<file path="config.mk">
export PLATFORM = sky130hd
export DESIGN_NAME = bcds_loc
export DESIGN_NICKNAME = d
export VERILOG_FILES = /design/src/hdl/bcds_pkg.sv /design/src/hdl/bcds_loc.sv
export SDC_FILE = /design/constraint.sdc
export NUM_CORES = 1
export LEC_CHECK = 0
export BUFFER_PORTS_ARGS = -buffer_cell sky130_fd_sc_hd__buf_2
export CORE_MARGIN = 3
export CORE_UTILIZATION = 40
export CTS_BUF_LIST = sky130_fd_sc_hd__clkbuf_4 sky130_fd_sc_hd__clkbuf_8
export DETAILED_ROUTE_END_ITERATION = 10
export GPL_TIMING_DRIVEN = 0
export PLACE_DENSITY = 0.55
export SLEW_MARGIN = 5
export SYNTH_ARGS = -nofsm -noshare
export SYNTH_HDL_FRONTEND = slang
export SYNTH_SLANG_ARGS = --single-unit
</file>
<file path="constraint.sdc">
create_clock -name clock -period 9.5 [get_ports clock]
set_clock_uncertainty 0.2 [all_clocks]
set_input_delay 1.9 -clock clock [delete_from_list [all_inputs] [get_ports clock]]
set_output_delay 1.9 -clock clock [all_outputs]
set_load 0.02 [all_outputs]
</file>
<file path="src/hdl/bcds_pkg.sv">
// Shared types and constants of the bilinear crop downscaler.
package bcds_pkg;

   localparam int CHAN_W     = 8;
   localparam int SRC_COL_W  = 9;
   localparam int SRC_ROW_W  = 8;
   localparam int ICON_IDX_W = 6;
   localparam int SRC_W_REG_W = 10;
   localparam int SRC_H_REG_W = 9;
   localparam int CSR_DATA_W = 10;
   localparam int FRAC_W     = 9;

   localparam logic [SRC_W_REG_W-1:0] SOURCE_WIDTH_RESET  = 10'd48;
   localparam logic [SRC_H_REG_W-1:0] SOURCE_HEIGHT_RESET = 9'd36;

   // neighbor order inside one fetched 2x2 window
   localparam int PIX_00 = 0;
   localparam int PIX_10 = 1;
   localparam int PIX_01 = 2;
   localparam int PIX_11 = 3;

   typedef enum logic [0:0] {
      OP_WRITE   = 1'b0,
      OP_REQUEST = 1'b1
   } opcode_type;

   typedef enum logic [0:0] {
      CSR_SOURCE_WIDTH  = 1'b0,
      CSR_SOURCE_HEIGHT = 1'b1
   } csr_index_type;

   typedef logic [CHAN_W-1:0] chan_type;
   // element 0 red, 1 green, 2 blue, 3 alpha
   typedef chan_type [3:0] rgba_type;

endpackage

</file>
<file path="src/hdl/bcds_loc.sv">
// Four-stage sample locator for one axis: position, neighbors and fraction.
module bcds_loc import bcds_pkg::*; #(
   parameter int OUT_N = 48,
   parameter int MAX_S = 512
) (
   input  logic                                   clock,
   input  logic [ICON_IDX_W-1:0]                  idx,
   input  logic [$clog2(MAX_S+1)-1:0]             crop_off,
   input  logic [$clog2(MAX_S+1)-1:0]             crop_n,
   input  logic [$clog2(MAX_S+1)-1:0]             size,
   output logic [(MAX_S > 1 ? $clog2(MAX_S) : 1)-1:0] n0,
   output logic [(MAX_S > 1 ? $clog2(MAX_S) : 1)-1:0] n1,
   output logic [FRAC_W-1:0]                      frac
);
   localparam int S_W     = $clog2(MAX_S + 1);
   localparam int I_W     = MAX_S > 1 ? $clog2(MAX_S) : 1;
   localparam int IDX_MAX = (1 << ICON_IDX_W) - 1;
   localparam int NUM_MAX = 2 * OUT_N * MAX_S + (2 * IDX_MAX + 1) * MAX_S;
   localparam int NUM_W   = $clog2(NUM_MAX + 1);
   localparam int X_W     = NUM_W + 8;
   localparam int D       = 2 * OUT_N;
   localparam logic [63:0] RECIP = (64'd1 << X_W) / 64'(D);

   logic [NUM_W-1:0]   full, mag_s1, ip, size_m1, n0_wide, n1_wide;
   logic               neg_s1, neg_s2, neg_s3;
   logic [X_W-1:0]     x_s1, x_s2, q_s2, r, pos_s3;
   logic [2*X_W-1:0]   prod;
   logic [I_W-1:0]     n0_ff, n1_ff;
   logic [FRAC_W-1:0]  frac_ff, frac_in;

   // stage 1: numerator of the position in units of 1/(2*OUT_N)
   assign full = NUM_W'(crop_off) * NUM_W'(D) + NUM_W'({idx, 1'b1}) * NUM_W'(crop_n);

   always_ff @(posedge clock) begin
      neg_s1 <= full < NUM_W'(OUT_N);
      mag_s1 <= full - NUM_W'(OUT_N);
   end

   // stage 2: quotient estimate by reciprocal, low by at most one
   assign x_s1 = {mag_s1, 8'd0};
   assign prod = (2*X_W)'(x_s1) * (2*X_W)'(RECIP[X_W-1:0]);

   always_ff @(posedge clock) begin
      neg_s2 <= neg_s1;
      x_s2   <= x_s1;
      q_s2   <= prod[2*X_W-1:X_W];
   end

   // stage 3: correct the estimate
   assign r = x_s2 - q_s2 * X_W'(D);

   always_ff @(posedge clock) begin
      neg_s3 <= neg_s2;
      pos_s3 <= q_s2 + X_W'(r >= X_W'(D));
   end

   // stage 4: clamp to the image
   assign ip      = pos_s3[X_W-1:8];
   assign size_m1 = NUM_W'(size) - NUM_W'(1);

   always_comb begin
      if (neg_s3) begin
         n0_wide = '0;
         frac_in = '0;
      end else if (ip > size_m1) begin
         n0_wide = size_m1;
         frac_in = FRAC_W'(256);
      end else begin
         n0_wide = ip;
         frac_in = FRAC_W'(pos_s3[7:0]);
      end
      n1_wide = (n0_wide + NUM_W'(1) > size_m1) ? size_m1 : n0_wide + NUM_W'(1);
   end

   always_ff @(posedge clock) begin
      n0_ff   <= I_W'(n0_wide);
      n1_ff   <= I_W'(n1_wide);
      frac_ff <= frac_in;
   end

   assign n0   = n0_ff;
   assign n1   = n1_ff;
   assign frac = frac_ff;
endmodule

</file>
# Yosys cells after proc, flatten, opt, wreduce, memory -nomap -nowiden
# Cells that the tools add are included.
classes:
  muxes: 4
  n_lt_le_gt_ge: 4
  mul: 4
  addsub: 6
  n_reduce_logical: 1
ops:
  columns: ["op", "n"]
  rows:
  - ["$mul A17 B19 Y36 const B", 1]
  - ["$mux W17", 2]
  - ["$ge A25 B7 Y1 const B", 1]
  - ["$sub A25 B25 Y25", 1]
  - ["$add A19 B1 Y20", 1]
  - ["$mul A19 B2 Y20 const B", 1]
  - ["$mux W9", 2]
  - ["$add A17 B1 Y17 const B", 1]
  - ["$add A17 B17 Y17", 1]
  - ["$gt A12 B17 Y1", 1]
  - ["$gt A17 B17 Y1", 1]
  - ["$lt A17 B6 Y1 const B", 1]
  - ["$mul A7 B10 Y17", 1]
  - ["$sub A17 B6 Y17 const B", 1]
  - ["$mul A10 B2 Y12 const B", 1]
  - ["$sub A10 B1 Y11 const B", 1]
  - ["$reduce_or A2 Y1", 1]
totals:
  input_bits: 37
  output_inout_bits: 27
  ff_bits: 103

# Depth between registers and ports, before layout
depth:
  ltp_word: 7
  mapped_depth: 34

# Worst setup path after synthesis
# No wires, ideal clock.
synth_path:
  path_kind: "in2reg"
  startpoint: "input size[4]"
  endpoint: "register n1_ff[3], in the netlist n1[3]"
  setup_ns: 0.121
  setup_slack_ns: 0.789
  stages: 32
  t_arrival_ns: 8.390
  cell_sequence: "nor4_4 > nand2_1 > or3_1 > xor2_1 > ha_1 > nand3_1 > or4_1 > mux2_4 > a211o_1 > buf_6 > buf_2 > buf_6 > mux2i_1 > nor2_1 > ha_1 > nor2b_1 > nand4_1 > or2_2 > mux2i_1 > nand2_1 > xor2_1 > ha_1 > nand4_1 > or2_2 > nor3_1 > nor2_1 > o31ai_1 > o21ai_0 > a221oi_2 > o21ai_2 > nand2_4 > mux2_4"
synth_between:
  elab_chain_cells: 7
synth_rtl:
  columns: ["item", "line_no", "source"]
  rows:
  - ["start: declaration", "bcds_loc.sv:10", "input logic [$clog2(MAX_S+1)-1:0] size,"]
  - ["$sub A10 B1 Y11 (*)", "bcds_loc.sv:59", "assign size_m1 = NUM_W'(size) - NUM_W'(1);"]
  - ["$gt A12 B17 Y1 (*)", "bcds_loc.sv:65", "end else if (ip > size_m1) begin"]
  - ["$mux W17 (*)", "bcds_loc.sv:65", null]
  - ["$mux W17 (*)", "bcds_loc.sv:62", "if (neg_s3) begin"]
  - ["named net n0_wide[0]", "bcds_loc.sv:24", "logic [NUM_W-1:0] full, mag_s1, ip, size_m1, n0_wide, n1_wide;"]
  - ["$add A17 B1 Y17 (*)", "bcds_loc.sv:72", "n1_wide = (n0_wide + NUM_W'(1) > size_m1) ? size_m1 : n0_wide + NUM_W'(1);"]
  - ["$gt A17 B17 Y1", "bcds_loc.sv:72", null]
  - ["$mux W9 (*)", "bcds_loc.sv:72", null]
  - ["named net n1_wide[3]", "bcds_loc.sv:24", null]
  - ["end signal: assignment", "bcds_loc.sv:77", "n1_ff <= I_W'(n1_wide);"]
  - ["end: declaration", "bcds_loc.sv:28", "logic [I_W-1:0] n0_ff, n1_ff;"]
# The timed path passes the listed nets; every way through them passes the cells marked *.
# A chain may end at the register's enable or synchronous reset.

# Worst setup path in the final report
layout_path:
  startpoint: "input size[0]"
  endpoint: "register n1_ff[1], in the netlist n1[1]"
layout_between:
  elab_chain_cells: 7
layout_rtl:
  columns: ["item", "line_no"]
  rows:
  - ["$sub A10 B1 Y11 (*)", "bcds_loc.sv:59"]
  - ["$gt A12 B17 Y1", "bcds_loc.sv:65"]
  - ["$mux W17 (*)", "bcds_loc.sv:65"]
  - ["$mux W17 (*)", "bcds_loc.sv:62"]
  - ["named net n0_wide[0]", "bcds_loc.sv:24"]
  - ["$add A17 B1 Y17 (*)", "bcds_loc.sv:72"]
  - ["$gt A17 B17 Y1", "bcds_loc.sv:72"]
  - ["$mux W9 (*)", "bcds_loc.sv:72"]
  - ["named net n1_wide[1]", "bcds_loc.sv:24"]
# Marked as above.

==> flow_summary.yaml <==
status:
  status: "completed"
yosys:
  synth-main-ff-cell: "dfxtp_1"
  synth_seq_cells: 103
  ys_top_cells_by_area: "ha_1 (22%), fa_1 (20%), dfxtp_1 (17%)"
  yosysTopAreaCell: "ha_1"
  yosysUniqueCellTypes: 69
  synthArstFlopShare_pct: 0
  seq_area_frac_synth_pct: 17.1
  ys_warn_count: 0
  synthesis.area_um2: 12000
  syn_avg_cell_area_um2: 9.41
  synth_top_area_share_pct: 22.3
  synth_edf_count: 0
  synth_cells: 1279
floorplanning:
  initial_utilization_pct: 41.3
  die_h_um: 179
  die-area_um2: 32200
  fp.dieW_um: 179
  core_um2: 29200
  rows: 62
  io_pins: 64
sta:
  max_freq_mhz: 110
  setup_tns_ns: 0
  finalSetupViolCount: 0
  hold_viol_final: 0
  whs_ns: 0.135
  finalCritPeriodShare_pct: 96.1
  fin_crit_ns: 9.13
  drv_slew: 0
  rsz0062_at_grt: "no"
  maxSlewHeadroom_pct: 51.0
  max_slew.worst_pin.slew_ns: 0.728
route:
  avgRoutedWirePerCell_um: 14.4
  drt-pass1-iter-count: 5
  num_vias: 8768
  routed_wl_um: 25100
  drtAntennaViolNets: 0
  via_per_inst: 5.03
  drt_iter0_drc: 372
  drc: 0
finish:
  drive_gt1_share_pct: 7.95
  antenna_cells: 0
  syn_to_final_growth_pct: 8.71
  layout.cells.non_filler: 1742
  fin_nets: 1727
  fin_area_um2: 13100
  final_common_cell: "ha_1"
  num-fill-cells: 2897
  final_cell_mix: "ha_1 (213), inv_1 (179), fa_1 (121), dfxtp_1 (103), nand2_1 (84)"
worst_hold_path:
  hold_path_class: "register to register"
clock_network:
  cts_tree: "yes"
  cts_hold_buf: 0
  numCtsBuffers: 9
  clk_latency_ns: 0.39
  cts_root_buffer: "clkbuf_8"
  clk_pin_slew_ns: 0.09
  clock_sinks: 103
  htreeDepth: 3
  cts_buffer_depth: 2
global_route:
  grt_pass1_wl_um: 43100
  grt_usage_pct: 16.0
  grt_max_degree: 17
  grt_overflow_total: 0
  grt_pass1_vias: 8948
  antenna_found_initial: 0
worst_setup_path:
  crit_type: "primary input to register"
  crit_arrival_ns: 9.20
  slowest_delay_ns: 0.53
  worstPathRequired_ns: 9.58
  r2r_setup_slack_ns: 2.64
  crit_slowest_cell: "or4_1"
  critPathMaxFanout: 10
  cp-end-kind: "register"
  start_kind: "primary input"
job:
  drv_cap: 0
placement:
  io_buffers: 60
  place_hpwl_um: 21800
  dp_cells: 1726
  gp_congestion: 0.838
  placed_cell_area_um2: 12800
-- timing repair --
| item | CTS | global route |
|---|---|---|
| setup endpoints to repair | 4 | 8 |
| hold endpoints to repair | 0 | 0 |
| setup buffers | 1 | 0 |
| gates resized for setup | 1 | 10 |
-- registers in the layout (all words and copies together) (netlist names), 9 cells and up --
register  cells
n1            9
frac          9
pos_s3       20
mag_s1       17
n0            9
q_s2         19
x_s2         17
-- worst paths after layout --
path                                 from     end  cells after the start
worst max register to register  pos_s3[8]   n1[1]                     29
worst min register to register     neg_s2  neg_s3                      0
worst min-delay path               neg_s2  neg_s3                      0
worst max-delay path              size[0]   n1[1]                     34
-- metrics by stage --
step	setup WS [ns]	util, %
final	0.374	44.9
after global routing	0.000353	44.9
after CTS	0.0643	44.7
after detailed placement	-0.534	44.0
after global placement	-0.594	44.0
after floorplan	0.789	-
-- critical path, delay by kind of cell --
| family | cells | cell delay (ns) |
|---|---|---|
| fa+ha+maj | 4 | 1.11 |
| buf+inv | 5 | 0.83 |
| xor+xnor | 2 | 0.38 |
| compound gates | 5 | 1.00 |
| mux | 4 | 0.94 |
| simple gates | 14 | 3.02 |
-- kinds of logic after synthesis --
kind of cell,count (synthesis),share of synthesized area (%)
adders and majority gates,336,42.5
and+or+nand+nor,333,14.3
AOI/OAI and AO/OA,197,10.9
buffers and inverters,189,6.07
xor gates and xnor gates,107,7.78
DFF,103,17.1
muxes,13,1.29
other,1,0.0311
-- per-layer routing --
layer | global-route usage (%) | vias to the layer above | part of all wire (%)
met5 | 0 | - | 0
met4 | 3.53 | 0 | 1.5
met3 | 2.10 | 25 | 3.1
met2 | 26.8 | 131 | 47
met1 | 22.0 | 4139 | 49
li1 | - | 4473 | -
-- synthesized netlist by cell type, types with 9 or more instances --
library cell,number
a211oi_1,13
a21o_1,20
a21oi_1,53
and2_1,48
and3_1,10
dfxtp_1,103
fa_1,121
ha_1,215
inv_1,179
nand2_1,84
nand2b_1,9
nand3_1,32
nand4_1,11
nor2_1,56
nor2b_1,16
nor3_1,28
o21a_1,9
o21ai_0,37
o21bai_1,9
or3_1,9
xnor2_1,58
xor2_1,49
-- final cells by class --
cell class | instances | area, um2 | share of cell area, %
buffer | 10 | 58.8 | 0.449
clock buffer | 11 | 139 | 1.06
clock inverter | 4 | 56.3 | 0.430
inverter | 179 | 672 | 5.13
multi-input combinational | 990 | 9310 | 71.1
sequential | 103 | 2060 | 15.8
tap | 384 | 480 | 3.67
timing repair buffer | 61 | 308 | 2.35
Power is left out: the tool's default activity adds up to more than one toggle a clock period on the data nets, which glitch-free logic cannot reach.
