==> config.mk <==
export PLATFORM = sky130hd
export DESIGN_NAME = bcds_geom
export DESIGN_NICKNAME = d
export VERILOG_FILES = /design/src/hdl/bcds_pkg.sv /design/src/hdl/bcds_geom.sv
export SDC_FILE = /design/constraint.sdc
export NUM_CORES = 1
export LEC_CHECK = 0
export BUFFER_PORTS_ARGS = -buffer_cell sky130_fd_sc_hd__buf_4
export CORE_UTILIZATION = 64
export DETAILED_ROUTE_END_ITERATION = 7
export PLACE_DENSITY = 0.84
export RECOVER_POWER = 100
export SETUP_SLACK_MARGIN = 0.5
export SLEW_MARGIN = 20
export SYNTH_ARGS = -nofsm -noshare
export SYNTH_HDL_FRONTEND = slang
export SYNTH_SLANG_ARGS = --single-unit
==> constraint.sdc <==
create_clock -name clock -period 10.5 [get_ports clock]
set_input_delay 1.05 -clock clock [delete_from_list [all_inputs] [get_ports clock]]
set_output_delay 1.05 -clock clock [all_outputs]
set_load 0.1 [all_outputs]
==> src/hdl/bcds_pkg.sv <==
// Shared types and constants of the bilinear crop downscaler.
package bcds_pkg;

   localparam int CHAN_W     = 8;
   localparam int SRC_COL_W  = 9;
   localparam int SRC_ROW_W  = 8;
   localparam int ICON_IDX_W = 6;
   localparam int SRC_W_REG_W = 10;
   localparam int SRC_H_REG_W = 9;
   localparam int CSR_DATA_W = 10;
   localparam int FRAC_W     = 9;

   localparam logic [SRC_W_REG_W-1:0] SOURCE_WIDTH_RESET  = 10'd48;
   localparam logic [SRC_H_REG_W-1:0] SOURCE_HEIGHT_RESET = 9'd36;

   // neighbor order inside one fetched 2x2 window
   localparam int PIX_00 = 0;
   localparam int PIX_10 = 1;
   localparam int PIX_01 = 2;
   localparam int PIX_11 = 3;

   typedef enum logic [0:0] {
      OP_WRITE   = 1'b0,
      OP_REQUEST = 1'b1
   } opcode_type;

   typedef enum logic [0:0] {
      CSR_SOURCE_WIDTH  = 1'b0,
      CSR_SOURCE_HEIGHT = 1'b1
   } csr_index_type;

   typedef logic [CHAN_W-1:0] chan_type;
   // element 0 red, 1 green, 2 blue, 3 alpha
   typedef chan_type [3:0] rgba_type;

endpackage

==> src/hdl/bcds_geom.sv <==
// Crop geometry sequencer: clamps the source size and derives the centered crop.
module bcds_geom import bcds_pkg::*; #(
   parameter int OUT_W     = 48,
   parameter int OUT_H     = 36,
   parameter int MAX_SRC_W = 512,
   parameter int MAX_SRC_H = 256
) (
   input  logic                                clock,
   input  logic                                reset,
   input  logic                                restart,
   input  logic [SRC_W_REG_W-1:0]              source_width,
   input  logic [SRC_H_REG_W-1:0]              source_height,
   output logic                                valid,
   output logic [$clog2(MAX_SRC_W+1)-1:0]      w,
   output logic [$clog2(MAX_SRC_H+1)-1:0]      h,
   output logic [$clog2(MAX_SRC_W+1)-1:0]      cx,
   output logic [$clog2(MAX_SRC_W+1)-1:0]      cw,
   output logic [$clog2(MAX_SRC_H+1)-1:0]      cy,
   output logic [$clog2(MAX_SRC_H+1)-1:0]      ch
);
   localparam int W_W    = $clog2(MAX_SRC_W + 1);
   localparam int H_W    = $clog2(MAX_SRC_H + 1);
   localparam int PROD_A = MAX_SRC_H * OUT_W;
   localparam int PROD_B = MAX_SRC_W * OUT_H;
   localparam int DV_W   = $clog2((PROD_A > PROD_B ? PROD_A : PROD_B) + 1) + 1;
   localparam int DR_W   = $clog2((OUT_W > OUT_H ? OUT_W : OUT_H) + 1);
   // reciprocals scaled by 2^DV_W; the quotient estimate is low by at most one
   localparam logic [DV_W:0] RCP_H = (DV_W+1)'((1 << DV_W) / OUT_H);
   localparam logic [DV_W:0] RCP_W = (DV_W+1)'((1 << DV_W) / OUT_W);

   typedef enum logic [5:0] {
      G_PREP  = 6'b000001,
      G_CMP   = 6'b000010,
      G_DIV   = 6'b000100,
      G_FIX   = 6'b001000,
      G_DONE  = 6'b010000,
      G_READY = 6'b100000
   } geom_state_type;

   geom_state_type    state_ff, state_in;
   logic [W_W-1:0]    w_ff, w_in, cx_ff, cx_in, cw_ff, cw_in;
   logic [H_W-1:0]    h_ff, h_in, cy_ff, cy_in, ch_ff, ch_in;
   logic              wide_ff, wide_in, tall_ff, tall_in;
   logic [DV_W-1:0]   dvd_ff, dvd_in, quo_ff, quo_in;
   logic [DR_W-1:0]   div_ff, div_in;
   logic [DV_W:0]     rcp_ff, rcp_in;
   logic [DV_W-1:0]   lhs, rhs;
   logic [2*DV_W:0]   prod;
   logic [DV_W-1:0]   rmd;

   assign lhs  = DV_W'(w_ff) * DV_W'(OUT_H);
   assign rhs  = DV_W'(OUT_W) * DV_W'(h_ff);
   assign prod = (2*DV_W+1)'(dvd_ff) * (2*DV_W+1)'(rcp_ff);
   assign rmd  = dvd_ff - quo_ff * DV_W'(div_ff);

   always_comb begin
      state_in = state_ff;
      w_in     = w_ff;
      h_in     = h_ff;
      cx_in    = cx_ff;
      cw_in    = cw_ff;
      cy_in    = cy_ff;
      ch_in    = ch_ff;
      wide_in  = wide_ff;
      tall_in  = tall_ff;
      dvd_in   = dvd_ff;
      quo_in   = quo_ff;
      div_in   = div_ff;
      rcp_in   = rcp_ff;
      unique case (state_ff)
         G_PREP: begin
            if (source_width == '0) begin
               w_in = W_W'(1);
            end else if (32'(source_width) > 32'(MAX_SRC_W)) begin
               w_in = W_W'(MAX_SRC_W);
            end else begin
               w_in = W_W'(source_width);
            end
            if (source_height == '0) begin
               h_in = H_W'(1);
            end else if (32'(source_height) > 32'(MAX_SRC_H)) begin
               h_in = H_W'(MAX_SRC_H);
            end else begin
               h_in = H_W'(source_height);
            end
            state_in = G_CMP;
         end
         G_CMP: begin
            wide_in = lhs > rhs;
            tall_in = lhs < rhs;
            if (lhs > rhs) begin
               dvd_in = DV_W'(h_ff) * DV_W'(OUT_W);
               div_in = DR_W'(OUT_H);
               rcp_in = RCP_H;
            end else begin
               dvd_in = DV_W'(w_ff) * DV_W'(OUT_H);
               div_in = DR_W'(OUT_W);
               rcp_in = RCP_W;
            end
            state_in = (lhs == rhs) ? G_DONE : G_DIV;
         end
         G_DIV: begin
            // quotient estimate by reciprocal multiplication
            quo_in   = prod[2*DV_W-1:DV_W];
            state_in = G_FIX;
         end
         G_FIX: begin
            // bump the estimate when the remainder still holds a divisor
            quo_in   = quo_ff + DV_W'(rmd >= DV_W'(div_ff));
            state_in = G_DONE;
         end
         G_DONE: begin
            cx_in = '0;
            cw_in = w_ff;
            cy_in = '0;
            ch_in = h_ff;
            if (wide_ff) begin
               cw_in = W_W'(quo_ff);
               cx_in = (w_ff - W_W'(quo_ff)) >> 1;
            end else if (tall_ff) begin
               ch_in = H_W'(quo_ff);
               cy_in = (h_ff - H_W'(quo_ff)) >> 1;
            end
            state_in = G_READY;
         end
         G_READY: begin
            state_in = G_READY;
         end
         default: begin
            state_in = G_PREP;
         end
      endcase
      if (restart) begin
         state_in = G_PREP;
      end
   end

   always_ff @(posedge clock) begin
      if (reset) begin
         state_ff <= G_PREP;
      end else begin
         state_ff <= state_in;
      end
      w_ff    <= w_in;
      h_ff    <= h_in;
      cx_ff   <= cx_in;
      cw_ff   <= cw_in;
      cy_ff   <= cy_in;
      ch_ff   <= ch_in;
      wide_ff <= wide_in;
      tall_ff <= tall_in;
      dvd_ff  <= dvd_in;
      quo_ff  <= quo_in;
      div_ff  <= div_in;
      rcp_ff  <= rcp_in;
   end

   assign valid = state_ff == G_READY;
   assign w     = w_ff;
   assign h     = h_ff;
   assign cx    = cx_ff;
   assign cw    = cw_ff;
   assign cy    = cy_ff;
   assign ch    = ch_ff;
endmodule

== Yosys cells after proc, flatten, opt, wreduce, memory -nomap -nowiden ==
Cells that the tools add are included.

* Register bits: 120
* Output and inout bits: 58
* Word-level logic and storage cells: 59
* Input bits: 22

* Bitwise gates (word level): 1
* Order comparisons: 5
* Add/subtract/negate cells: 4
* Reduce and logical (&&, ||, !) cells: 8
* Multipliers: 5
* Multiplexer cells: 11
* Equal/unequal tests: 7

{| class="wikitable"
|+ Operator list
! cell !! number
|-
| multiplier 16 x 17 -> 32 bit || 1
|-
| one-hot mux 16 bit (2 select lines) || 1
|-
| 2-to-1 mux 10 bit || 3
|-
| one-hot mux 6 bit (5 select lines) || 1
|-
| 2-to-1 mux 9 bit || 3
|-
| adder 16 x 1 -> 16 bit || 1
|-
| greater-or-equal comparator 16 x 6 -> 1 bit || 1
|-
| greater-than comparator 16 x 15 -> 1 bit || 1
|-
| < comparator 16 x 15 -> 1 bit || 1
|-
| multiplier 16 x 6 -> 16 bit || 1
|-
| subtractor 16 bit || 1
|-
| 2-to-1 mux 15 bit || 1
|-
| == test 14 x 13 -> 1 bit || 1
|-
| multiplier 10 x 4 -> 14 bit (second input constant) || 1
|-
| multiplier 2 x 9 -> 11 bit (first input constant) || 1
|-
| multiplier 9 x 2 -> 11 bit (second input constant) || 1
|-
| greater-than comparator 10 bit (second input constant) || 1
|-
| zero test 10 bit || 1
|-
| 2-to-1 mux 5 bit || 2
|-
| OR reduction 2 bit || 5
|-
| subtractor 10 bit || 1
|-
| greater-than comparator 9 bit (second input constant) || 1
|-
| zero test 9 bit || 1
|-
| subtractor 9 bit || 1
|-
| other kinds (8) || 8
|}

== Logic depth before layout (Yosys ltp) ==
Gate-level depths: netlist of the first run.

* Depth in word-level cells: 5
* Depth in mapped cells: 28
* Depth with buffers taken out: 26

== Worst setup path before layout of the first run ==
Ideal clock, no wire load.

* Kind: register -> register
* Start: register rcp_ff[3]
* End: register quo_ff[7], data pin
* Period minus slack after synthesis: 5.952 ns
* Slack: 4.548 ns
* Data required time: 10.240 ns
* Data arrival time: 5.691 ns
* Library setup time: 0.260 ns
* Stages on the path, launching flop included: 21
* Path through: edfxtp_1 clkbuf_1 inv_1 clkbuf_1 buf_1 nor2_1 fa_1 inv_1 fa_1 inv_1 fa_1 fa_1 fa_1 ha_1 ha_1 and4_1 o211a_1 o31a_2 a221oi_1 xor2_1 a21oi_1

* Cells in the longest elaborated chain, start to end: 2

{| class="wikitable"
|+ Ends and longest elaborated chain
! what !! line !! source
|-
| start, declared || bcds_geom.sv:46 || <nowiki>logic [DV_W:0] rcp_ff, rcp_in;</nowiki>
|-
| start signal, assigned || bcds_geom.sv:155 || <nowiki>rcp_ff <= rcp_in;</nowiki>
|-
| multiplier 16 x 17 -> 32 bit || bcds_geom.sv:53 || <nowiki>assign prod = (2*DV_W+1)'(dvd_ff) * (2*DV_W+1)'(rcp_ff);</nowiki>
|-
| one-hot mux 16 bit (2 select lines) || bcds_geom.sv:70 || <nowiki>unique case (state_ff)</nowiki>
|-
| via quo_in[7] || bcds_geom.sv:44 || <nowiki>logic [DV_W-1:0] dvd_ff, dvd_in, quo_ff, quo_in;</nowiki>
|-
| end signal, assigned || bcds_geom.sv:153 || <nowiki>quo_ff <= quo_in;</nowiki>
|-
| end, declared || bcds_geom.sv:44 ||
|}

The timed path passes the listed nets, and every way through them passes these cells.
A chain may end at the register's enable or synchronous reset.

== Final worst setup path of the first run ==
Ends and elaborated chain as after synthesis.

==> results of run 1 <==
Yosys cell counts, drive strengths merged, types with 12 or more instances:
master	instances	area, um2
nor2b	18	112.6
buf	13	87.59
xnor2	28	245.2
clkbuf	12	45.04
edfxtp	86	2582
nand2	54	202.7
a21oi	47	250.2
nand3	18	90.09
inv	221	829.6
a21o	16	120.1
fa	83	1662
xor2	20	175.2
nor2	79	299.0
nor3	17	85.08
and2	19	118.9
o21ai	47	235.2
ha	201	2515
area by class of cell:
type / instances / area share (%)
clock inverter: 5 / 0.3112
inverter: 222 / 7.147
tap: 220 / 2.361
clock buffer: 11 / 1.996
sequential: 92 / 23.18
timing repair buffer: 81 / 3.252
multi-input combinational: 789 / 61.75
power by group through the flow:
stage / Combinational, W / Sequential (W) / Clock [W]
after global routing: 0.000877 / 0.000466 / 0.000319
after detailed placement: 0.000778 / 0.000472 / 0
after global placement: 0.000748 / 0.000472 / 0
final: 0.000785 / 0.000465 / 0.000306
after CTS: 0.000790 / 0.000464 / 0.000305
after floorplan: 0.000565 / 0.000506 / 0
worst max-delay path: stages (launching register included):
cell,delay [ps]
edfxtp_1,690
inv_1,130
clkbuf_1,1170
nor2_1,200
fa_1,620
inv_1,80
fa_1,530
inv_1,50
fa_1,510
fa_1,520
fa_1,490
ha_1,310
ha_1,350
and4_1,170
o211a_1,180
o31a_2,340
a221oi_1,330
xor2_1,250
a21oi_1,100
routing by layer:
metal,GRT usage (%),vias up,routed length [um]
met5,0,-,0
met4,10.79,0,727
met3,4.498,66,1452
met2,51.52,303,12510
met1,38.55,3966,10700
li1,-,3927,-
per-stage QoR:
step / hold WS (ps) / cell area, um2
3_3_place_gp: 534.1 / 11640
5_1_grt: 567.7 / 11660
6_report: 551.3 / 11660
2_1_floorplan: 487.9 / 10880
4_1_cts: 547.7 / 11910
3_5_place_dp: 535.1 / 11640
path summary, 6_finish.rpt:
path                 endpoint  cells after the start
hold reg to reg   state_ff[3]                      2
hold / removal    state_ff[3]                      2
setup / recovery    quo_ff[7]                     18
setup reg to reg    quo_ff[7]                     18
sequential cells by signal (all words and copies together) (netlist names):
signal and count:
dvd_ff 14, quo_ff 14, cw 10, w 10, ch 9, cx 9
h 9, cy 8, state_ff 6, rcp_ff 2, tall_ff 1
logic make-up (layout without fill, tap and decap cells):
family,count (synthesis),in the layout
flip-flops,92,92
multiplexers,14,14
other,1,3
AND/OR/NAND/NOR,269,269
buffers and inverters,247,319
XOR/XNOR,49,49
AO/OA/AOI/OAI,170,170
adder cells (fa/ha/maj),284,284
==> run summary, run 1 <==
Pwr Density: 133.4 nW/um2
multi-input logic area: 7199 um2
Internal: 0.0009167 W
fillers: 1329
largest net degree at the start of global routing: 38
dpl hpwl: 20.59 mm
Worst Hold Class: reg2reg
NumNets Final: 1501
Final Skew: 7.639 ps
Max Slew Vio Count: 69
Critical Path Fanout Max: 30
pre-CTS WS: 4200 ps
number of H-tree levels: 3
root cell of the clock tree: clkbuf_16
Seq/Total Area, Yosys: 24.86%
CTS clk-pin slew, worst paths: 70 ps
post_cts resized: 0
Final period util: 69.52%
initial antenna violation count: 0
largest family of logic cells by synthesized area: adder cells
detailed-route via count: 8262
Tightest Pin Transition: 2158 ps
CTS tree: done
most frequent cells in the layout: inv_1, ha_1, edfxtp_1
initial DRC count: 557
clock latency on the worst-skew pair: 350 ps
failing checks: capacitance limit, slew limit
FMAX: 0.1370 GHz
share of layout cells above drive strength 1: 3.750%
critical path class: reg2reg
Slew HR: -43.86%
Clock Sink Count: 92
RR Startpoint: rcp_ff[3]
multiplexer area fraction after synthesis: 1.358%
Max-cap violations: 2
row count: 47
first-pass GRT wire length: 40.98 mm
Inst Count DP: 1404
Die Wd: 132.3 um
grt ovf: 0
CTS Hold Bufs: 0
IO Port Bufs: 77
Setup WS post-layout: 3200 ps
top_reg_cell synth: edfxtp_1
Via density: 5.818
fin crit period: 7300 ps
# diodes: 0
crit path DAT: 7380 ps
die area: 17510 um2
DR WL/cell: 17.88 um
ANT nets after route: 0
synthesized area: 10870 um2
Final Hold Viols: 0
Critical Path Start: rcp_ff[3]
GP Congestion: 0.9672
Syn Area/Cell: 9.654 um2
core area: 16580 um2
setup slack, reg-to-reg: 3200 ps
sw power: 0.0006390 W
CP Launch Type: flop
setup violators final: 0
CP required: 10580 ps
Yosys reg bits: 92
Total Wirelength: 25.39 mm
FF/Latch Area: 2703 um2
LEAKAGE: 5.653 nW
commonest non-fill, non-tap cell in the layout: inv_1
clock network power share: 19.6%
Synth Area in Adders: 38.42%
detailed-router iteration count before antenna repair: 5
Syn Inst Count: 1126
Sw Ratio: 41.07%
Distinct cells, synth: 67
setup bufs post-CTS: 0
Ys Warns: 0
area grow syn2layout: 7.252%
# IOs: 80
Initial Utilization: 65.55%
total chip power: 0.001556 W
number of flops mapped to enable cells by yosys: 86
logic gate share of total power: 50.4%
Flop pwr share: 29.9%
DRC: 0
die height: 132.3 um
Synth Area in Compound Gates: 9.876%
Worst IR Drop VDD: 0.08865 mV
Tot GR Track Use: 30.02%
vias in the first global route: 8366
status: finished, violations left
CTS buffer count: 9
unrepaired setup endpoints after global routing: false
Finished Layout Cells: 1420
Simple-Gate Fraction of Synth Area: 12.49%
Hold Startpoint: state_ff[2]
Finished Core Util: 70.30%
CTS Buffer Depth: 2
post-synthesis async set-or-reset flop share: 0%
Worst Setup End Kind: flop
total negative slack: 0 ps
Synth Area in XOR/XNOR: 4.075%
Note: power is estimated with default switching activity, not from simulation.
==> run 2, diff against run 1 <==
--- a/config.mk
+++ b/config.mk
@@ -5,10 +5,11 @@
 export SDC_FILE = /design/constraint.sdc
 export NUM_CORES = 1
 export LEC_CHECK = 0
+export ABC_AREA = 1
 export BUFFER_PORTS_ARGS = -buffer_cell sky130_fd_sc_hd__buf_4
-export CORE_UTILIZATION = 64
+export CORE_UTILIZATION = 57
 export DETAILED_ROUTE_END_ITERATION = 7
-export PLACE_DENSITY = 0.84
+export PLACE_DENSITY = 0.79
 export RECOVER_POWER = 100
 export SETUP_SLACK_MARGIN = 0.5
 export SLEW_MARGIN = 20
==> constraint.sdc (replaced) <==
create_clock -name clock -period 6.1 [get_ports clock]
set_input_delay 0.61 -clock clock [delete_from_list [all_inputs] [get_ports clock]]
set_output_delay 0.61 -clock clock [all_outputs]
set_load 0.1 [all_outputs]
==> run 2 against run 1 <==
The run still ends with capacitance limit, slew limit left. Via count grew 16%. Sequential share of layout area shrank 1.9 points. Hold slack lost 81 ps. Clock skew grew 3.6 ps. Register-to-register slack lost 2700 ps. Fmax grew 31%. Sequential cell count is the same. Critical path depth grew 1. Count of clock-buffer cells in the layout shrank 1. Final cell count grew 25%. Clock power grew 72%. First-iteration DRC count grew 43%. Critical endpoint is now quo_ff[0]. Highest routed layer unchanged.
==> run summary, run 2 <==
FMAX: 0.1799 GHz
Internal: 0.001613 W
# diodes: 0
row count: 51
Critical Path Fanout Max: 9
Final Hold Viols: 0
final hold slack: 470.7 ps
dpl hpwl: 22.89 mm
CP required: 6170 ps
most frequent cells in the layout: inv_1, nand2_1, ha_1
core area: 19650 um2
synthesized area: 11520 um2
largest net degree at the start of global routing: 37
ANT nets after route: 0
Largest regs: dvd_ff (14), quo_ff (14)
Seq/Total Area, Yosys: 23.46%
Max-cap violations: 1
Clock Sink Count: 92
CTS clk-pin slew, worst paths: 70 ps
first-pass GRT wire length: 44.33 mm
CTS Buffer Depth: 2
Syn Inst Count: 1411
CTS buffer count: 9
fillers: 1680
GP Congestion: 0.9226
DRC: 0
root cell of the clock tree: clkbuf_16
hold path cells: 1
Synth top cells by count: inv_1, nand2_1, ha_1, edfxtp_1, fa_1
share of layout cells above drive strength 1: 7.029%
critical path class: reg2reg
IO Port Bufs: 77
Pwr Density: 235.6 nW/um2
failing checks: capacitance limit, slew limit
die height: 144.2 um
detailed-route via count: 9580
clock network power share: 17.6%
Hold Startpoint: source_width[9]
initial DRC count: 799
Max Slew Vio Count: 30
crit path DAT: 5630 ps
Flop pwr share: 26.9%
Sw Ratio: 46.11%
setup violators final: 0
total negative slack: 0 ps
Slew HR: -8.226%
initial antenna violation count: 0
Ys Warns: 0
vias in the first global route: 9099
sw power: 0.001380 W
number of H-tree levels: 3
Die Wd: 144.2 um
number of flops mapped to enable cells by yosys: 86
Yosys top cell by area: edfxtp_1
DR WL/cell: 16.12 um
reg2reg end: quo_ff[0]
Initial Utilization: 58.63%
Critical Path Start: rcp_ff[3]
# IOs: 80
Hold Path End: w[9]
Yosys top cell area share: 22.41%
Yosys reg bits: 92
post-synthesis async set-or-reset flop share: 0%
detailed-router iteration count before antenna repair: 5
grt ovf: 0
Distinct cells, synth: 45
Via density: 5.403
area grow syn2layout: 10.28%
clock latency on the worst-skew pair: 350 ps
cells on worst reg2reg path: 19
setup slack, reg-to-reg: 540 ps
Syn Area/Cell: 8.166 um2
unrepaired setup endpoints after global routing: false
fin crit period: 5559 ps
Tot GR Track Use: 27.80%
die area: 20790 um2
Worst Hold Class: in2reg
Final Skew: 11.24 ps
LEAKAGE: 6.906 nW
top_reg_cell synth: edfxtp_1
Total Wirelength: 28.57 mm
Tightest Pin Transition: 1623 ps
CTS Hold Bufs: 0
Worst Setup End Kind: flop
CP Launch Type: flop
top-count cell post-synth: inv_1
CTS tree: done
status: finished, violations left
Worst IR Drop VDD: 0.1792 mV
logic gate share of total power: 55.5%
Final period util: 91.13%
RR Startpoint: rcp_ff[3]
top cells by area, synth: edfxtp_1, ha_1, fa_1
NumNets Final: 1809
commonest non-fill, non-tap cell in the layout: inv_1
[run 2: cell count changes after synthesis, moves of 11 or more]
cell | before | now
nand2_1 | 54 | 282
inv_1 | 221 | 346
nand3_1 | 18 | 50
a21oi_1 | 43 | 74
and2_1 | 19 | 0
nor2b_1 | 18 | 0
xnor2_1 | 28 | 12
nand4_1 | 5 | 17
o21ai_2 | 0 | 12
nand2b_1 | 11 | 0
[run 2: logic make-up (layout without fill, tap and decap cells)]
kind of cell,count (synthesis),after routing,synth area share (%)
XOR/XNOR,33,33,2.508
other,1,3,0.03255
AO/OA/AOI/OAI,166,166,8.177
AND/OR/NAND/NOR,465,465,17.22
flip-flops,92,92,23.46
buffers and inverters,370,465,12.36
adder cells (fa/ha/maj),284,284,36.25
[run 2: repair_timing]
action                     4_1_cts  5_1_grt
setup endpoints to repair        5       12
gates resized for setup          1       48
pin swaps                        0       15
buffers inserted                 2       14
[run 2: worst max-delay path: stages (launching register included)]
cell	delay [ps]
edfxtp_1	400
clkbuf_1	270
nand2_1	120
inv_1	50
ha_1	270
inv_1	50
fa_1	520
inv_2	60
fa_1	510
fa_1	440
fa_1	520
fa_1	520
ha_1	360
a21oi_1	220
o21ai_0	170
o21bai_1	210
nand2_1	90
nand2_1	80
xnor2_1	280
o21ai_0	140
[run 2: layout make-up]
class	count	area (um2)	share of cell area (%)
multi-input combinational	951	7547	59.39
clock buffer	10	229.0	1.802
tap	265	331.6	2.609
inverter	349	1310	10.31
timing repair buffer	100	545.5	4.293
clock inverter	6	41.29	0.3249
sequential	92	2703	21.27
[run 2: worst max path at each step]
| stage | endpoint | cells past startpoint |
|---|---|---|
| 6_report | quo_ff[0] | 19 |
| 5_1_grt | quo_ff[0] | 19 |
| 4_1_cts | quo_ff[10] | 29 |
| 3_5_place_dp | quo_ff[10] | 26 |
| 3_3_place_gp | quo_ff[10] | 27 |
| 2_1_floorplan | quo_ff[9] | 21 |
[run 2: power by group through the flow]
stage                     Clock (W)  Combinational (W)  Sequential [W]
after floorplan                   0            0.00119        0.000885
after detailed placement          0            0.00163        0.000817
after global placement            0            0.00159        0.000817
after CTS                  0.000524            0.00165        0.000803
after global routing       0.000553            0.00187        0.000806
final                      0.000527            0.00166        0.000804
[run 2: stage by stage]
stage	setup slack, ps	instances	power (W)	area, um2	util [%]
2_1_floorplan	761.2	1413	0.002070	11530	-
3_3_place_gp	597.1	1740	0.002405	12390	63.03
3_5_place_dp	405.3	1740	0.002448	12390	63.03
4_1_cts	517.0	1758	0.002973	12680	64.50
5_1_grt	229.9	1773	0.003231	12710	64.66
6_report	541.3	1773	0.002994	12710	64.66
[run 2: per-layer routing]
metal  vias to the layer above  wire, um  GRT usage (%)
met3                        54      1921          3.510
met4                         0       792          7.424
met2                       339     14040          47.27
met1                      4524     11820          37.34
met5                         -         0              0
li1                       4663         -              -
==> run 3, diff against run 2 <==
--- a/config.mk
+++ b/config.mk
@@ -5,13 +5,12 @@
 export SDC_FILE = /design/constraint.sdc
 export NUM_CORES = 1
 export LEC_CHECK = 0
-export ABC_AREA = 1
+export ABC_AREA = 0
 export BUFFER_PORTS_ARGS = -buffer_cell sky130_fd_sc_hd__buf_4
-export CORE_UTILIZATION = 57
+export CORE_UTILIZATION = 45
 export DETAILED_ROUTE_END_ITERATION = 7
-export PLACE_DENSITY = 0.79
 export RECOVER_POWER = 100
-export SETUP_SLACK_MARGIN = 0.5
+export SETUP_SLACK_MARGIN = 0.02
 export SLEW_MARGIN = 20
 export SYNTH_ARGS = -nofsm -noshare
 export SYNTH_HDL_FRONTEND = slang
==> run 3 against run 2 <==
The flow still finishes with violations (capacitance limit, slew limit). Clock power rose by 17%. Routed wire length fell by 10%. Non-clock buffer count fell by 8. Global-route usage fell by 6.0 points. Sequential power fell by 0.6%.
==> run summary, run 3 (same netlist as run 1, synthesis figures left out) <==
Clock Sink Count: 92
Initial Utilization: 46.04%
crit path DAT: 5870 ps
die area: 24780 um2
most frequent cells in the layout: inv_1, ha_1, edfxtp_1
# IOs: 80
CP Launch Type: flop
Slew HR: -37.90%
CTS clk-pin slew, worst paths: 70 ps
NumNets Final: 1512
Inst Count DP: 1513
share of layout cells above drive strength 1: 5.120%
die height: 157.4 um
cells on worst reg2reg path: 26
CP required: 6200 ps
CTS Buffer Depth: 2
GP Congestion: 0.8834
detailed-router iteration count before antenna repair: 5
area grow syn2layout: 9.864%
Largest regs: dvd_ff (14), quo_ff (14)
dpl hpwl: 21.42 mm
CTS Hold Bufs: 0
Pwr Density: 231.8 nW/um2
first-pass GRT wire length: 40.67 mm
logic gate share of total power: 48.9%
root cell of the clock tree: clkbuf_16
Die Wd: 157.4 um
Tightest Pin Transition: 2069 ps
reg2reg end: quo_ff[12]
Max-cap violations: 1
setup violators final: 0
clock latency on the worst-skew pair: 350 ps
RR Startpoint: quo_ff[2]
Hold Path End: state_ff[3]
Worst Hold Class: in2reg
core area: 23610 um2
LEAKAGE: 5.723 nW
Finished Layout Cells: 1530
Worst IR Drop VDD: 0.1172 mV
CTS tree: done
Critical Path Fanout Max: 5
vias in the first global route: 7761
commonest non-fill, non-tap cell in the layout: inv_1
DRC: 0
initial DRC count: 395
Max Slew Vio Count: 38
Internal: 0.001662 W
ANT nets after route: 0
detailed-route via count: 7914
critical path class: reg2reg
Final period util: 94.62%
final hold slack: 449.3 ps
failing checks: capacitance limit, slew limit
status: finished, violations left
largest net degree at the start of global routing: 38
clock network power share: 22.2%
Sw Ratio: 39.95%
Tot GR Track Use: 21.76%
# diodes: 0
Final Hold Viols: 0
hold path cells: 2
Worst Setup End Kind: flop
Hold Startpoint: restart
Final Skew: 5.223 ps
row count: 56
Flop pwr share: 28.9%
number of H-tree levels: 3
CTS buffer count: 9
setup slack, reg-to-reg: 330 ps
Total Wirelength: 25.68 mm
FMAX: 0.1733 GHz
grt ovf: 0
initial antenna violation count: 0
Via density: 5.173
sw power: 0.001106 W
DR WL/cell: 16.79 um
fin crit period: 5772 ps
unrepaired setup endpoints after global routing: true
IO Port Bufs: 77
## run 3: cell count changes in the layout (fill, tap and decap cells not counted), sizes merged, moves of 11 or more
cell / previous run / this run
nand2: 286 / 54
inv: 347 / 220
nand3: 51 / 18
a21oi: 74 / 47
and2: 0 / 19
o21ai: 66 / 47
nor2b: 0 / 18
xnor2: 12 / 28
nand4: 17 / 5
nand2b: 0 / 11
## run 3: worst max-delay path by stage
stage	startpoint	to	slack, ps
finish	quo_ff[2]	quo_ff[12]	330
global route	quo_ff[2]	quo_ff[12]	-7
CTS	quo_ff[2]	quo_ff[12]	130
detailed placement	quo_ff[2]	quo_ff[12]	190
global placement	quo_ff[2]	quo_ff[12]	230
floorplan	rcp_ff[3]	quo_ff[7]	150
## run 3: area by class of cell
cell class                 count  area (um2)
tap                          319       399.1
inverter                     222       837.1
clock buffer                  10       229.0
clock inverter                 6       88.84
fill                        2265       11670
sequential                    92        2703
timing repair buffer          92       457.9
multi-input combinational    789        7228
## run 3: power groups by stage
stage               combinational (W)  sequential, W  clock (W)
global route                  0.00152       0.000802   0.000648
floorplan                    0.000972       0.000871          0
CTS                           0.00138       0.000799   0.000624
finish                        0.00135       0.000799   0.000615
detailed placement            0.00137       0.000813          0
global placement              0.00135       0.000814          0
## run 3: what timing repair did
| item | CTS | global route |
|---|---|---|
| setup endpoints to repair | 0 | 5 |
| resized for setup | 0 | 8 |
| setup buffers | 0 | 1 |
## run 3: critical path, cell delays in order, from the launching register on
cell	delay [ps]
edfxtp_1	490
inv_1	190
nor2_1	70
ha_1	270
inv_1	50
fa_1	520
inv_1	40
ha_1	300
fa_1	500
inv_1	40
ha_1	320
inv_1	150
a211oi_2	80
o2111ai_2	270
nand4b_1	170
and3_1	180
a21o_1	180
o2111ai_1	80
ha_1	210
ha_1	190
nand3_1	190
nor2_4	200
nand2_1	60
or2_2	280
xnor2_1	140
a211oi_1	240
nand3_1	100
## run 3: layer usage
metal,part of all wire (%),up-vias,GRT usage (%)
met5,0,-,0
met4,1.8,0,5.640
met3,3.4,33,2.258
met2,48,155,36.18
met1,47,3787,30.13
li1,-,3939,-
## run 3: stage by stage
step                TNS, ps  utilization, %  area [um2]  setup slack [ps]  power, W
floorplan                 0               -       10880             148.2  0.001844
global placement          0           50.14       11840             227.8  0.002162
detailed placement        0           50.14       11840             186.5  0.002179
CTS                       0           51.48       12160             131.6  0.002802
global route         -6.763           50.58       11940            -6.763  0.002974
finish                    0           50.58       11940             328.0  0.002768
